`src/sv/wsft_pkg.sv`:
```
// ----------------------------------------------------------------------------
// wsft_pkg
// Shared constants and types for the window stack and focus table.
// ----------------------------------------------------------------------------
`default_nettype none

package wsft_pkg;

	localparam int NUM_SLOTS    = 32;
	localparam int SURFACE_BITS = 8;
	localparam int DEPTH_W      = 8;
	localparam int IDX_W        = $clog2(NUM_SLOTS);

	localparam logic [7:0] THR_RESET = 8'd90;

	// operation codes
	localparam logic [2:0] OP_REGISTER   = 3'd0;
	localparam logic [2:0] OP_UNREGISTER = 3'd1;
	localparam logic [2:0] OP_FOCUS      = 3'd2;
	localparam logic [2:0] OP_MINIMIZE   = 3'd3;
	localparam logic [2:0] OP_RESTORE    = 3'd4;
	localparam logic [2:0] OP_TOGGLE     = 3'd5;
	localparam logic [2:0] OP_QUERY      = 3'd6;

	// result kinds
	localparam logic [1:0] KIND_STATUS = 2'd0;
	localparam logic [1:0] KIND_DEPTH  = 2'd1;
	localparam logic [1:0] KIND_VIS    = 2'd2;

	// register indexes
	localparam logic REG_THRESHOLD = 1'b0;

	// one slot entry as held in the slot memory
	typedef struct packed {
		logic                    minimized;
		logic [DEPTH_W-1:0]      depth;
		logic [SURFACE_BITS-1:0] surface;
	} entry_t;

	localparam int ENTRY_W = $bits(entry_t);

endpackage

`default_nettype wire

```
`src/sv/wsft_ram.sv`:
```
// ----------------------------------------------------------------------------
// wsft_ram
// Simple dual port RAM, one write and one registered read per cycle.
// ----------------------------------------------------------------------------
`default_nettype none

module wsft_ram #(
	parameter int DEPTH = 32,
	parameter int WIDTH = 17
) (
	input  wire logic                     clk,
	input  wire logic                     we,
	input  wire logic [$clog2(DEPTH)-1:0] waddr,
	input  wire logic [WIDTH-1:0]         wdata,
	input  wire logic                     re,
	input  wire logic [$clog2(DEPTH)-1:0] raddr,
	output      logic [WIDTH-1:0]         rdata
);

	logic [WIDTH-1:0] mem [DEPTH];

	always_ff @(posedge clk) begin
		if (we) begin
			mem[waddr] <= wdata;
		end
		if (re) begin
			rdata <= mem[raddr];
		end
	end

endmodule

`default_nettype wire

```
`src/sv/window_stack_focus_table_core.sv`:
```
// ----------------------------------------------------------------------------
// window_stack_focus_table_core
// Window slot table with stacking depths, minimise state and focus tracking.
// ----------------------------------------------------------------------------
//  channel   signals                                      direction
//  command   start, busy, opcode, surface_id              in (busy out)
//  result    strobe, kind, target_surface, depth_value,   out
//            visible, ok, active_valid, focus_id, last
//  config    psel, penable, pwrite, paddr, pwdata,        APB
//            prdata, pready
//
//  A command is taken when start is high and busy low. Slot fields live in a
//  one-port-read memory, so every search is a sweep over all NUM_SLOTS
//  entries. A refocus adds one sweep to the lookup sweep. A renumbering
//  runs one selection sweep per shown window plus one. Results last one
//  cycle each and cannot be stalled. Reset clears in-use flags and focus
//  and sets the depth counter to 1 at once.
// ----------------------------------------------------------------------------
`default_nettype none

module window_stack_focus_table_core
	import wsft_pkg::*;
(
	input  wire logic                    clk,
	input  wire logic                    arst_n,
	input  wire logic                    start,
	output      logic                    busy,
	input  wire logic [2:0]              opcode,
	input  wire logic [SURFACE_BITS-1:0] surface_id,
	output      logic                    strobe,
	output      logic [1:0]              kind,
	output      logic [SURFACE_BITS-1:0] target_surface,
	output      logic [DEPTH_W-1:0]      depth_value,
	output      logic                    visible,
	output      logic                    ok,
	output      logic                    active_valid,
	output      logic [SURFACE_BITS-1:0] focus_id,
	output      logic                    last,
	input  wire logic                    psel,
	input  wire logic                    penable,
	input  wire logic                    pwrite,
	input  wire logic [2:0]              paddr,
	input  wire logic [31:0]             pwdata,
	output      logic [31:0]             prdata,
	output      logic                    pready
);

	typedef enum logic [3:0] {
		S_IDLE, S_SCAN, S_DISPATCH, S_RAISE, S_RN_WR, S_RN_END, S_RAISE_WR, S_STATUS
	} state_t;

	typedef enum logic [1:0] { SC_FIND, SC_SELECT, SC_FOCUS } scan_t;

	state_t                  state_q;
	scan_t                   scan_q;
	logic [IDX_W:0]          ptr_q;
	logic                    vld_s1;
	logic [IDX_W-1:0]        idx_s1;
	logic [2:0]              op_q;
	logic [SURFACE_BITS-1:0] sid_q;
	logic                    hit_q;
	logic [IDX_W-1:0]        idx_q;
	logic                    min_q;
	logic [DEPTH_W-1:0]      dep_q;
	logic                    free_found_q;
	logic [IDX_W-1:0]        free_q;
	logic                    ok_q;
	logic [DEPTH_W-1:0]      cnt_q;
	logic [SURFACE_BITS-1:0] focus_surf_q;
	logic                    focus_v_q;
	logic [7:0]              thr_q;
	logic [NUM_SLOTS-1:0]    used_q;
	logic [NUM_SLOTS-1:0]    done_q;
	logic [IDX_W:0]          rank_q;
	logic                    best_found_q;
	logic [IDX_W-1:0]        best_idx_q;
	logic [DEPTH_W-1:0]      best_dep_q;
	logic [SURFACE_BITS-1:0] best_surf_q;

	logic                    we;
	logic [IDX_W-1:0]        waddr;
	entry_t                  wentry;
	logic                    re;
	logic [ENTRY_W-1:0]      rdata;
	entry_t                  rentry;
	logic                    scan_last;
	logic                    shown_rd;
	logic [DEPTH_W:0]        next_cnt;
	logic [DEPTH_W-1:0]      rank_dep;
	logic                    focus_hit;

	// configuration port
	assign pready = 1'b1;
	assign prdata = (paddr[2] == REG_THRESHOLD) ? {24'd0, thr_q} : 32'd0;

	always_ff @(posedge clk or negedge arst_n) begin
		if (!arst_n) begin
			thr_q <= THR_RESET;
		end else if (psel && penable && pwrite && paddr[2] == REG_THRESHOLD) begin
			thr_q <= pwdata[7:0];
		end
	end

	// slot memory
	assign re     = (state_q == S_SCAN) && (ptr_q < (IDX_W+1)'(NUM_SLOTS));
	assign rentry = entry_t'(rdata);

	wsft_ram #(
		.DEPTH(NUM_SLOTS),
		.WIDTH(ENTRY_W)
	) u_ram (
		.clk  (clk),
		.we   (we),
		.waddr(waddr),
		.wdata(wentry),
		.re   (re),
		.raddr(ptr_q[IDX_W-1:0]),
		.rdata(rdata)
	);

	assign scan_last = vld_s1 && (idx_s1 == IDX_W'(NUM_SLOTS - 1));
	assign shown_rd  = used_q[idx_s1] && !rentry.minimized;
	assign next_cnt  = {1'b0, cnt_q} + (DEPTH_W+1)'(1);
	assign rank_dep  = DEPTH_W'(rank_q) + DEPTH_W'(1);
	assign focus_hit = focus_v_q && (focus_surf_q == sid_q);
	assign busy      = (state_q != S_IDLE);

	// memory write selection
	always_comb begin
		we     = 1'b0;
		waddr  = idx_q;
		wentry = '{minimized: 1'b0, depth: dep_q, surface: sid_q};
		case (state_q)
			S_DISPATCH: begin
				case (op_q)
					OP_REGISTER: begin
						we     = !hit_q && free_found_q;
						waddr  = free_q;
						wentry = '{minimized: 1'b0, depth: '0, surface: sid_q};
					end
					OP_FOCUS:    we = hit_q && min_q;
					OP_MINIMIZE: begin
						we               = hit_q;
						wentry.minimized = 1'b1;
					end
					OP_RESTORE:  we = hit_q;
					OP_TOGGLE: begin
						we               = hit_q;
						wentry.minimized = !min_q;
					end
					default: we = 1'b0;
				endcase
			end
			S_RN_WR: begin
				we     = 1'b1;
				waddr  = best_idx_q;
				wentry = '{minimized: 1'b0, depth: rank_dep, surface: best_surf_q};
			end
			S_RAISE_WR: begin
				we           = 1'b1;
				wentry.depth = cnt_q;
			end
			default: we = 1'b0;
		endcase
	end

	// sequencer and result register
	always_ff @(posedge clk or negedge arst_n) begin
		if (!arst_n) begin
			state_q      <= S_IDLE;
			scan_q       <= SC_FIND;
			ptr_q        <= '0;
			vld_s1       <= 1'b0;
			used_q       <= '0;
			done_q       <= '0;
			cnt_q        <= DEPTH_W'(1);
			focus_surf_q <= '0;
			focus_v_q    <= 1'b0;
			strobe       <= 1'b0;
			hit_q        <= 1'b0;
			free_found_q <= 1'b0;
			best_found_q <= 1'b0;
		end else begin
			strobe <= 1'b0;
			vld_s1 <= re;
			idx_s1 <= ptr_q[IDX_W-1:0];
			if (re) begin
				ptr_q <= ptr_q + (IDX_W+1)'(1);
			end
			case (state_q)
				S_IDLE: begin
					if (start) begin
						op_q         <= opcode;
						sid_q        <= surface_id;
						hit_q        <= 1'b0;
						free_found_q <= 1'b0;
						ptr_q        <= '0;
						scan_q       <= SC_FIND;
						state_q      <= S_SCAN;
					end
				end
				S_SCAN: begin
					// consume one entry per cycle
					if (vld_s1) begin
						case (scan_q)
							SC_FIND: begin
								if (used_q[idx_s1] && rentry.surface == sid_q && !hit_q) begin
									hit_q <= 1'b1;
									idx_q <= idx_s1;
									min_q <= rentry.minimized;
									dep_q <= rentry.depth;
								end
								if (!used_q[idx_s1] && !free_found_q) begin
									free_found_q <= 1'b1;
									free_q       <= idx_s1;
								end
							end
							SC_SELECT: begin
								if (shown_rd && !done_q[idx_s1] &&
								    (!best_found_q || rentry.depth < best_dep_q)) begin
									best_found_q <= 1'b1;
									best_idx_q   <= idx_s1;
									best_dep_q   <= rentry.depth;
									best_surf_q  <= rentry.surface;
								end
							end
							SC_FOCUS: begin
								if (shown_rd && (!best_found_q || rentry.depth > best_dep_q)) begin
									best_found_q <= 1'b1;
									best_idx_q   <= idx_s1;
									best_dep_q   <= rentry.depth;
									best_surf_q  <= rentry.surface;
								end
							end
							default: ;
						endcase
					end
					if (scan_last) begin
						case (scan_q)
							SC_FIND:   state_q <= S_DISPATCH;
							SC_SELECT: state_q <= best_found_q ? S_RN_WR : S_RN_END;
							default:   state_q <= S_STATUS;
						endcase
						// the last entry may itself be the best one
						if (scan_q == SC_SELECT && shown_rd && !done_q[idx_s1] &&
						    (!best_found_q || rentry.depth < best_dep_q)) begin
							state_q <= S_RN_WR;
						end
						if (scan_q == SC_FOCUS) begin
							if (shown_rd && (!best_found_q || rentry.depth > best_dep_q)) begin
								focus_v_q    <= 1'b1;
								focus_surf_q <= rentry.surface;
							end else begin
								focus_v_q    <= best_found_q;
								focus_surf_q <= best_found_q ? best_surf_q : '0;
							end
						end
					end
				end
				S_DISPATCH: begin
					ok_q    <= hit_q;
					state_q <= S_STATUS;
					case (op_q)
						OP_REGISTER: begin
							ok_q <= 1'b0;
							if (!hit_q && free_found_q) begin
								used_q[free_q] <= 1'b1;
								idx_q          <= free_q;
								ok_q           <= 1'b1;
								state_q        <= S_RAISE;
							end
						end
						OP_UNREGISTER: begin
							if (hit_q) begin
								used_q[idx_q] <= 1'b0;
								if (focus_hit) begin
									ptr_q        <= '0;
									best_found_q <= 1'b0;
									scan_q       <= SC_FOCUS;
									state_q      <= S_SCAN;
								end
							end
						end
						OP_FOCUS: begin
							if (hit_q) begin
								state_q <= S_RAISE;
								if (min_q) begin
									strobe         <= 1'b1;
									kind           <= KIND_VIS;
									target_surface <= sid_q;
									depth_value    <= '0;
									visible        <= 1'b1;
									ok             <= 1'b0;
									active_valid   <= 1'b0;
									focus_id       <= '0;
									last           <= 1'b0;
								end
							end
						end
						OP_MINIMIZE, OP_RESTORE, OP_TOGGLE: begin
							if (hit_q) begin
								strobe         <= 1'b1;
								kind           <= KIND_VIS;
								target_surface <= sid_q;
								depth_value    <= '0;
								ok             <= 1'b0;
								active_valid   <= 1'b0;
								focus_id       <= '0;
								last           <= 1'b0;
								if (op_q == OP_RESTORE || (op_q == OP_TOGGLE && min_q)) begin
									visible <= 1'b1;
									state_q <= S_RAISE;
								end else begin
									visible <= 1'b0;
									if (focus_hit) begin
										ptr_q        <= '0;
										best_found_q <= 1'b0;
										scan_q       <= SC_FOCUS;
										state_q      <= S_SCAN;
									end
								end
							end
						end
						OP_QUERY: ;
						default:  ok_q <= 1'b0;
					endcase
				end
				S_RAISE: begin
					// step the counter, or renumber when it passes the threshold
					if (next_cnt > {1'b0, thr_q} || next_cnt > (DEPTH_W+1)'(255)) begin
						done_q       <= '0;
						rank_q       <= '0;
						ptr_q        <= '0;
						best_found_q <= 1'b0;
						scan_q       <= SC_SELECT;
						state_q      <= S_SCAN;
					end else begin
						cnt_q   <= next_cnt[DEPTH_W-1:0];
						state_q <= S_RAISE_WR;
					end
				end
				S_RN_WR: begin
					strobe             <= 1'b1;
					kind               <= KIND_DEPTH;
					target_surface     <= best_surf_q;
					depth_value        <= rank_dep;
					visible            <= 1'b0;
					ok                 <= 1'b0;
					active_valid       <= 1'b0;
					focus_id           <= '0;
					last               <= 1'b0;
					done_q[best_idx_q] <= 1'b1;
					rank_q             <= rank_q + (IDX_W+1)'(1);
					ptr_q              <= '0;
					best_found_q       <= 1'b0;
					state_q            <= S_SCAN;
				end
				S_RN_END: begin
					cnt_q   <= rank_dep;
					state_q <= S_RAISE_WR;
				end
				S_RAISE_WR: begin
					strobe         <= 1'b1;
					kind           <= KIND_DEPTH;
					target_surface <= sid_q;
					depth_value    <= cnt_q;
					visible        <= 1'b0;
					ok             <= 1'b0;
					active_valid   <= 1'b0;
					focus_id       <= '0;
					last           <= 1'b0;
					focus_surf_q   <= sid_q;
					focus_v_q      <= 1'b1;
					state_q        <= S_STATUS;
				end
				S_STATUS: begin
					strobe         <= 1'b1;
					kind           <= KIND_STATUS;
					target_surface <= sid_q;
					depth_value    <= '0;
					visible        <= 1'b0;
					ok             <= ok_q;
					active_valid   <= focus_v_q;
					focus_id       <= focus_v_q ? focus_surf_q : '0;
					last           <= 1'b1;
					state_q        <= S_IDLE;
				end
				default: state_q <= S_IDLE;
			endcase
		end
	end

endmodule

`default_nettype wire

```
`config.mk`:
```
export PLATFORM = sky130hd
export DESIGN_NAME = window_stack_focus_table_core
export DESIGN_NICKNAME = d
export VERILOG_FILES = /design/src/sv/wsft_pkg.sv /design/src/sv/wsft_ram.sv /design/src/sv/window_stack_focus_table_core.sv
export SDC_FILE = /design/constraint.sdc
export NUM_CORES = 1
export LEC_CHECK = 0
export BUFFER_PORTS_ARGS = -buffer_cell sky130_fd_sc_hd__buf_2
export CORE_AREA = 2 2 286 288
export CTS_CLUSTER_DIAMETER = 30
export DETAILED_ROUTE_END_ITERATION = 8
export DIE_AREA = 0 0 288 290
export SLEW_MARGIN = 20
export SYNTH_ARGS = -nofsm -noshare
export SYNTH_HDL_FRONTEND = slang
export SYNTH_HIERARCHICAL = 1
export SYNTH_SLANG_ARGS = --single-unit
```
`constraint.sdc`:
```
create_clock -name clk -period 7.3 [get_ports clk]
set_input_delay 1.825 -clock clk [delete_from_list [all_inputs] [get_ports clk]]
set_output_delay 1.825 -clock clk [all_outputs]
set_load 0.02 [all_outputs]
```
; ---- Word level (Yosys, flattened, before mapping)
; Memory sizes are Yosys's and may differ from the RTL's. A register that Yosys moved wholly into a read port is not among the register bits.
; Cells that the tools add are included.
; Widths: inputs -> output; s select.
[totals]
ram_bits = 544
latch_bits = 0
n_memories = 1
register_bits = 199
rom_bits = 0
in_bits = 52
[memory_table]
columns = memory, depth, word_bits, read_ports, rd_ports_with_merged_regs, write_ports, line
row1 = u_ram.mem, 32, 17, 1, 1, 1, wsft_ram.sv:20  ; logic [WIDTH-1:0] mem [DEPTH];
[op_classes]
shift = 0
mul = 0
muxes = 142
n_eq_ne = 42
n_addsub = 4
reduce_logical = 75
order_cmp = 12
bitwise = 5
n_div = 0
[ops]
columns = op, n
row1 = $mux 8, 17
row2 = $pmux 32 s2, 2
row3 = $pmux 8 s2, 7
row4 = $mux 32, 3
row5 = $pmux 8 s3, 3
row6 = $or 32x32->32, 2
row7 = $mux 6, 8
row8 = $mux 5, 8
row9 = $mux 1, 37
row10 = $and 32x32->32, 1
row11 = $not 32->32, 1
row12 = $pmux 8 s4, 1
row13 = $pmux 5 s2, 3
row14 = $reduce_and 6->1, 5
row15 = $pmux 4 s7, 1
row16 = $pmux 1 s2, 13
row17 = $lt 5x6->1 const B, 4
row18 = $pmux 6 s2, 2
row19 = $pmux 6 s4, 1
row20 = $logic_and 1x1->1, 22
row21 = $mux 4, 5
row22 = $reduce_and 5->1, 4
row23 = $mux 2, 9
row24 = $ne 2x2->1 const B, 9
row25 = 50 further kinds, 112

; ---- Logic depth before layout (Yosys ltp)
; Gate-level depths: netlist of run 1.
[depth]
word_depth = 9
ltp_mapped = 15
ltp_nobuf = 12

; ---- Modules after synthesis
; The synthesis of run 1 kept the hierarchy.
[modules_own_cells]
columns = module, cells_each, n_inst, seq_area_each_um2, area_each_um2
row1 = wsft_ram, 1212, 1, 16846.2, 21907.3
row2 = window_stack_focus_table_core, 936, 1, 5426.5, 9934.5

; ---- Worst setup path after synthesis of run 1
; OpenSTA, ideal clock, no wires.
[synth_path]
path_kind = input port to output port
from = in paddr[2]
to = out prdata[0]
slack_ns = 3.160
path_buffers = 1
cell_stages = 2
arrival_time_ns = 2.315
cell_sequence = clkbuf_1 nor2b_1
[synth_between]
elab_chain_len = 1
[synth_lines]
columns = item, line
row1 = from (decl), window_stack_focus_table_core.sv:42  ; input wire logic [2:0] paddr,
row2 = $mux 8, window_stack_focus_table_core.sv:94  ; assign prdata = (paddr[2] == REG_THRESHOLD) ? {24'd0, thr_q} : 32'd0;
row3 = to (decl), window_stack_focus_table_core.sv:44  ; output logic [31:0] prdata,
; Every way passes these cells.

; ---- Final worst setup path of run 1
[layout_path]
from = reg op_q[0]
to = mem u_ram.mem[6][12], enable pin
[layout_between]
word_cells_on_any_way = 12
cone_classes = eq/ne: 4 / mux: 6 / reduce/logical: 2
[layout_rtl]
columns = item, line
row1 = from (decl), window_stack_focus_table_core.sv:59  ; logic [2:0] op_q;
row2 = from (signal assigned), window_stack_focus_table_core.sv:193  ; op_q <= opcode;
row3 = $logic_not 3->1, window_stack_focus_table_core.sv:135  ; case (op_q)
row4 = $mux 5, window_stack_focus_table_core.sv:135
row5 = $pmux 5 s2, window_stack_focus_table_core.sv:133  ; case (state_q)
row6 = named net waddr[4], window_stack_focus_table_core.sv:81  ; logic [IDX_W-1:0] waddr;
row7 = to (decl), wsft_ram.sv:20
; The timed path passes the listed nets, and every way through them passes these cells.

==> results.sh, run 1 <==
export IMPL_cp_required_ns=7.61
export IMPL_cts_sinks=759
export IMPL_hold_path_class="reg -> reg"
export IMPL_relSlewSlack_pct=25.4
export IMPL_nets=2367
export IMPL_synth_top_area_share_pct=61.7
export IMPL_ant_nets=0
export IMPL_ios=117
export IMPL_tightest_slew_ns=1.12
export IMPL_htree_levels=4
export IMPL_diodes=0
export IMPL_fin_tns_setup_ns=0
export IMPL_synthDistinctLibCells=70
export IMPL_synthSimpleGateAreaFrac_pct=6.98
export IMPL_cp_start_kind="flip-flop"
export IMPL_wl_met2_mm=38.5
export IMPL_gp_congestion=0.868
export IMPL_clock_latency_ns=0.70
export IMPL_synth_xor_area_share_pct=0.990
export IMPL_core_area_sq_um=80200
export IMPL_start_util_pct=39.7
export IMPL_post_cts_buffers=0
export IMPL_period_share_pct=59.2
export IMPL_hpwl_mm=45.6
export IMPL_grt_max_degree=104
export IMPL_crit_arrival_ns=4.64
export IMPL_path_class="reg -> reg"
export IMPL_yosysWarnings=6
export IMPL_met1_length_mm=32.6
export IMPL_layout_drive_gt1_share_pct=16.3
export IMPL_dr_pass1_iters=9
export IMPL_synth_compound_area_share_pct=7.76
export IMPL_yosysSeqAreaShare_pct=69.9
export IMPL_worst_r2r_setup_slack_ns=2.98
export IMPL_fin_area_sq_um=37800
export IMPL_via_per_inst=5.47
export IMPL_synth_top_family_by_area="multiplexers"
export IMPL_drc_errors=0
export IMPL_io_buffers=65
export IMPL_synth_common_cells="654 x edfxtp_1, 285 x mux2i_1, 130 x nor2_1"
export IMPL_hold_violations=0
export IMPL_synthMuxAreaShare_pct=10.2
export IMPL_synthAdderAreaFrac_pct=0.864
export IMPL_p_leak_nw=13.5
export IMPL_ir_drop_v=0.000237
export IMPL_synth_edff_count=654
export IMPL_drt_total_wl_mm=78.1
export IMPL_grt_usage_pct=18.7
export IMPL_fin_skew_ns=0.0276
export IMPL_cts_tree="yes"
export IMPL_grt_pass1_wl_mm=117
export IMPL_grt_pass1_vias=19200
export IMPL_avgSynthCellArea_sq_um=14.8
export IMPL_syn_cell_area_sq_um=31800
export IMPL_grt_ovfl_total=0
export IMPL_synth_area_leaders="edfxtp_1 62%, mux2i_1 9.0%, dfrtp_1 7.9%"
export IMPL_top_layer="met4"
export IMPL_dr_first_iter_drc_count=1835
export IMPL_cap_violations=0
export IMPL_fp_dieArea_sq_um=83500
export IMPL_synth_cells=2148
export IMPL_wl_met3_mm=4.84
export IMPL_post_dp_cell_area_sq_um=33200
export IMPL_cts_path_max_buffers=3
export IMPL_chipWidth_um=288
export IMPL_root_buffer="clkbuf_16"
export IMPL_wl_per_cell_um=22.6
export IMPL_ys_ff_latch=759
export IMPL_yosys_area_top_type="edfxtp_1"
export IMPL_async_reset_ff_share_pct=13.8
export IMPL_vias=18900
export IMPL_fmax_ghz=0.231
export IMPL_slew_viol_final=0
export IMPL_min_period_ns=4.32
export IMPL_post_synth_top_count_cell="edfxtp_1"
export IMPL_setup_violations=0
export IMPL_rsz0062_at_grt="false"
export IMPL_crit_fanout=17
export IMPL_die_h_um=290
export IMPL_timing_final_ws_setup_ns=2.98
export IMPL_status="finished clean"
export IMPL_cts_resized=0
export IMPL_clkTransAtPathRegs_ns=0.05
export IMPL_cts_hold_buf=0
export IMPL_final_util_pct=47.2
export IMPL_rows=104
export IMPL_crit_path_end_kind="flip-flop"
export IMPL_area_delta_synth_final_pct=18.7
export IMPL_yosys_most_used_dff="edfxtp_1"
export IMPL_cts_buffers=137
export IMPL_place_ws_ns=2.75
export IMPL_antenna_found_initial=0
export IMPL_powerDensity_nw_per_um2=395
placed cells by master (no fill, tap or decap), drive strengths merged, types with 6 or more instances in the layout:
master / synthesis / routed
bufinv: 0 / 13
a31oi: 19 / 19
buf: 90 / 125
ha: 22 / 22
nand3b: 12 / 12
xor2: 21 / 21
o22ai: 13 / 13
o21ai: 86 / 86
a221oi: 11 / 11
nand2: 114 / 114
inv: 35 / 45
and3: 25 / 25
nor2: 130 / 130
a21o: 15 / 15
clkbuf: 52 / 173
a22oi: 69 / 69
nand4: 24 / 24
a21oi: 95 / 95
mux4: 10 / 10
conb: 2 / 25
and2: 12 / 12
clkinv: 0 / 40
xnor2: 15 / 15
mux2: 14 / 14
dfrtp: 100 / 100
mux2i: 285 / 285
or3b: 6 / 6
a22o: 35 / 35
or3: 8 / 8
nor4: 6 / 6
clkinvlp: 0 / 11
edfxtp: 654 / 654
nor2b: 12 / 12
nor3: 29 / 29
nand2b: 13 / 13
nand3: 56 / 56
final cells by class:
type	count	area (sq um)
repair buffers	125	803
multi-input cells	1235	8710
flip-flops and latches	759	22300
inverters	35	131
well taps	1060	1330
clock inverters	74	791
fillers	6890	42400
clock buffers	173	3760
sequential cells by signal, indices dropped and copies added, names as in the netlist, 5 cells and up:
register / count
rank_q: 6
ptr_q: 6
u_ram/mem: 544
idx_s1: 5
best_dep_q: 8
u_ram/rdata: 17
best_idx_q: 5
best_surf_q: 8
focus_id: 8
target_surface: 8
focus_surf_q: 8
thr_q: 8
idx_q: 5
done_q: 32
cnt_q: 8
depth_value: 8
sid_q: 8
used_q: 32
free_q: 5
dep_q: 8
worst paths after layout:
check | depth (start not counted) | from | to
hold reg to reg | 2 | done_q[30]$_DFFE_PN0P_ | done_q[30]$_DFFE_PN0P_
setup reg to reg | 9 | op_q[0]$_DFFE_PP_ | u_ram/mem[6][12]$_DFFE_PP_
setup / recovery | 9 | op_q[0]$_DFFE_PP_ | u_ram/mem[6][12]$_DFFE_PP_
max in group asynchronous | 3 | arst_n | ptr_q[0]$_DFF_PN0_
hold / removal | 2 | done_q[30]$_DFFE_PN0P_ | done_q[30]$_DFFE_PN0P_
min in group asynchronous | 1 | arst_n | thr_q[5]$_DFFE_PN0P_
critical path, stage by stage (launching register included):
cell and delay (ns):
edfxtp_1 0.58, nor3_1 0.29, a21oi_1 0.10, or2_2 0.41, nand2b_1 0.26, a222oi_1 0.84, inv_1 0.34, nor2_1 0.17
nand2_1 0.24, nor2_4 0.70
through the flow:
stage / hold slack (ns) / power (mW) / std cells
5_1_grt: 0.506 / 15.5 / 3461
3_3_place_gp: 0.472 / 8.72 / 3214
6_report: 0.492 / 14.9 / 3461
3_5_place_dp: 0.482 / 8.82 / 3214
4_1_cts: 0.494 / 15.0 / 3461
2_1_floorplan: 0.419 / 7.78 / 2171
report_power, final:
part | internal [mW] | switching [mW] | leakage [nW] | total [mW]
clock network | 4.09 | 2.07 | 2.20 | 6.16
registers | 5.44 | 0.324 | 7.36 | 5.76
logic | 1.00 | 2.01 | 3.96 | 3.01
total | 10.5 | 4.40 | 13.5 | 14.9
metal layers:
layer	GRT usage, %	vias to the layer above
met5	0	-
met4	7.37	0
met3	3.90	123
met2	30.9	649
met1	24.0	9645
li1	-	8523
cell families (layout without fill, tap and decap cells):
family                     Yosys count  in the layout
DFF                                759            759
and+or+nand+nor                    461            461
AOI/OAI and AO/OA                  382            382
muxes                              309            309
buffers and inverters              177            407
xor gates and xnor gates            36             36
adders and majority gates           22             22
other                                2             25
Note: power is estimated with default switching activity, not from simulation.
==> run 2, diff against run 1 <==
- ABC_AREA: default -> 1
- CORE_AREA: 2 2 286 288 -> 2 2 290 292
- DIE_AREA: 0 0 288 290 -> 0 0 292 294
- clock period: 7.3 -> 4.39 ns (I/O delays scaled with it)
==> run 2 against run 1 <==
- first-iteration DRC count grew 28%
- global-route usage grew 1.3 points
- sequential power grew 60%
- clock power grew 70%
- largest power group unchanged
- highest routed layer unchanged
==> results.sh, run 2 <==
export IMPL_yosys_most_used_dff="edfxtp_1"
export IMPL_die_h_um=294
export IMPL_htree_levels=4
export IMPL_vias=23000
export IMPL_cts_sinks=759
export IMPL_crit_path_end_kind="flip-flop"
export IMPL_start_util_pct=39.5
export IMPL_r2r_end="u_ram/mem[6][4]$_DFFE_PP_"
export IMPL_yosysWarnings=6
export IMPL_layout_drive_gt1_share_pct=12.4
export IMPL_period_share_pct=91.0
export IMPL_rr_worst_depth=12
export IMPL_synth_cells=3102
export IMPL_dr_first_iter_drc_count=2342
export IMPL_antenna_found_initial=1
export IMPL_clkTransAtPathRegs_ns=0.05
export IMPL_cts_buffers=139
export IMPL_synthMuxAreaShare_pct=0.0306
export IMPL_fmax_ghz=0.250
export IMPL_area_delta_synth_final_pct=19.6
export IMPL_yosys_area_top_type="edfxtp_1"
export IMPL_grt_ovfl_total=0
export IMPL_synth_compound_area_share_pct=3.85
export IMPL_synthDistinctLibCells=41
export IMPL_rsz0062_at_grt="false"
export IMPL_ant_nets=0
export IMPL_chipWidth_um=292
export IMPL_post_dp_cell_area_sq_um=34500
export IMPL_io_buffers=65
export IMPL_hold_path_class="in -> async"
export IMPL_largest_reg_flops=544
export IMPL_layout_commonest_cell="nand2_1"
export IMPL_crit_arrival_ns=4.38
export IMPL_grt_max_degree=163
export IMPL_cts_hold_buf=0
export IMPL_dr_pass1_iters=6
export IMPL_hold_violations=0
export IMPL_synth_common_cells="1015 x nand2_1, 654 x edfxtp_1, 523 x nand3_1"
export IMPL_reg_largest_list="u_ram/mem (544), done_q (32), used_q (32)"
export IMPL_grt_usage_pct=20.0
export IMPL_worst_r2r_setup_slack_ns=0.40
export IMPL_fin_hold_ws_ns=0.202
export IMPL_path_class="reg -> reg"
export IMPL_synth_area_leaders="edfxtp_1 60%, nand2_1 12%, nand3_1 8.0%"
export IMPL_ios=117
export IMPL_gp_congestion=0.913
export IMPL_cp_required_ns=4.77
export IMPL_slew_viol_final=0
export IMPL_post_cts_buffers=0
export IMPL_regMostFlops="u_ram/mem"
export IMPL_fin_skew_ns=0.0285
export IMPL_tightest_slew_ns=1.07
export IMPL_synth_edff_count=654
export IMPL_layout_cells_non_filler=4444
export IMPL_rows=106
export IMPL_hpwl_mm=51.8
export IMPL_cts_path_max_buffers=3
export IMPL_clock_latency_ns=0.72
export IMPL_grt_pass1_vias=21600
export IMPL_cp_start_kind="flip-flop"
export IMPL_dp_cells=4189
export IMPL_post_synth_top_count_cell="nand2_1"
export IMPL_p_leak_nw=15.5
export IMPL_synth_xor_area_share_pct=0.321
export IMPL_most_common_layout_cells="1015 x nand2_1, 654 x edfxtp_1, 523 x nand3_1, 156 x nor2_1, 155 x inv_1"
export IMPL_ys_ff_latch=759
export IMPL_powerDensity_nw_per_um2=638
export IMPL_drt_total_wl_mm=86.1
export IMPL_min_period_ns=3.99
export IMPL_cts_resized=0
export IMPL_grt_pass1_wl_mm=130
export IMPL_nets=3324
export IMPL_drc_errors=0
export IMPL_synth_top_area_share_pct=60.0
export IMPL_via_per_inst=5.17
export IMPL_cts_tree="yes"
export IMPL_fin_tns_setup_ns=0
export IMPL_syn_cell_area_sq_um=32700
export IMPL_status="finished clean"
export IMPL_yosysSeqAreaShare_pct=68.0
export IMPL_wl_per_cell_um=19.4
export IMPL_root_buffer="clkbuf_16"
export IMPL_synth_top_family_by_area="simple AND/OR/NAND/NOR gates"
export IMPL_final_util_pct=47.2
export IMPL_crit_fanout=17
export IMPL_fin_area_sq_um=39100
export IMPL_relSlewSlack_pct=28.6
export IMPL_cap_violations=0
export IMPL_core_area_sq_um=82900
export IMPL_fp_dieArea_sq_um=85800
export IMPL_reg2reg_from="op_q[2]$_DFFE_PP_"
export IMPL_synthAdderAreaFrac_pct=0.841
export IMPL_avgSynthCellArea_sq_um=10.6
export IMPL_setup_violations=0
export IMPL_synthSimpleGateAreaFrac_pct=22.4
export IMPL_async_reset_ff_share_pct=13.8
export IMPL_ir_drop_v=0.000443
run 2: worst max path at each step:
stage                             start  depth (start not counted)  slack [ns]                          end
detailed placement    op_q[2]$_DFFE_PP_                         12        0.65    u_ram/mem[6][7]$_DFFE_PP_
global placement      op_q[2]$_DFFE_PP_                         12        0.68  u_ram/mem[26][14]$_DFFE_PP_
CTS                   op_q[2]$_DFFE_PP_                         12        0.60  u_ram/mem[26][16]$_DFFE_PP_
global route          op_q[2]$_DFFE_PP_                         12        0.37  u_ram/mem[26][16]$_DFFE_PP_
finish                op_q[2]$_DFFE_PP_                         12        0.40    u_ram/mem[6][4]$_DFFE_PP_
floorplan           idx_s1[0]$_DFFE_PP_                         14        0.72      best_dep_q[0]$_DFFE_PP_
run 2: stage by stage:
| step | worst slack, ns | total power [mW] |
|---|---|---|
| floorplan | 0.725 | 12.7 |
| global placement | 0.685 | 14.5 |
| detailed placement | 0.647 | 14.6 |
| CTS | 0.600 | 25.1 |
| global route | 0.368 | 26.1 |
| finish | 0.397 | 25.0 |
run 2: final cells by class:
cell class / instances / area, sq um
tap: 1080 / 1350
clock inverter: 91 / 1000
inverter: 163 / 622
clock buffer: 162 / 3660
fill: 7449 / 43700
sequential: 759 / 22300
multi-input combinational: 2035 / 9180
timing repair buffer: 152 / 1040
antenna: 2 / 5.00
run 2: where the power goes:
group          switching (mW)  internal [mW]  total (mW)
Combinational            3.89           1.37        5.26
Sequential              0.392           8.85        9.24
Clock                    3.61           6.88        10.5
Total                    7.89           17.1        25.0
run 2: cells by family after synthesis:
kind of cell    after synthesis
mux                           1
xor+xnor                     12
fa+ha+maj                    22
other cells                   2
compound gates              228
buf+inv                     331
simple gates               1747
flops                       759
run 2: per-layer routing:
metal  share of wire [%]  vias up  GRT usage, %
met5                   0        -             0
met4                 3.2        0          8.08
met3                 7.3      161          4.22
met2                  46      839          31.3
met1                  43    11000          27.2
li1                    -    10900             -
run 2: worst max-delay path, cell delays in order, from the launching register on:
cell	delay [ns]
edfxtp_1	0.54
nor2_1	0.19
nand2_1	0.08
inv_1	0.15
nor2_1	0.13
a21oi_1	0.18
clkinv_1	0.12
a21oi_1	0.53
o221ai_1	0.40
inv_1	0.16
nand3_1	0.57
nor2_2	0.29
buf_4	0.30
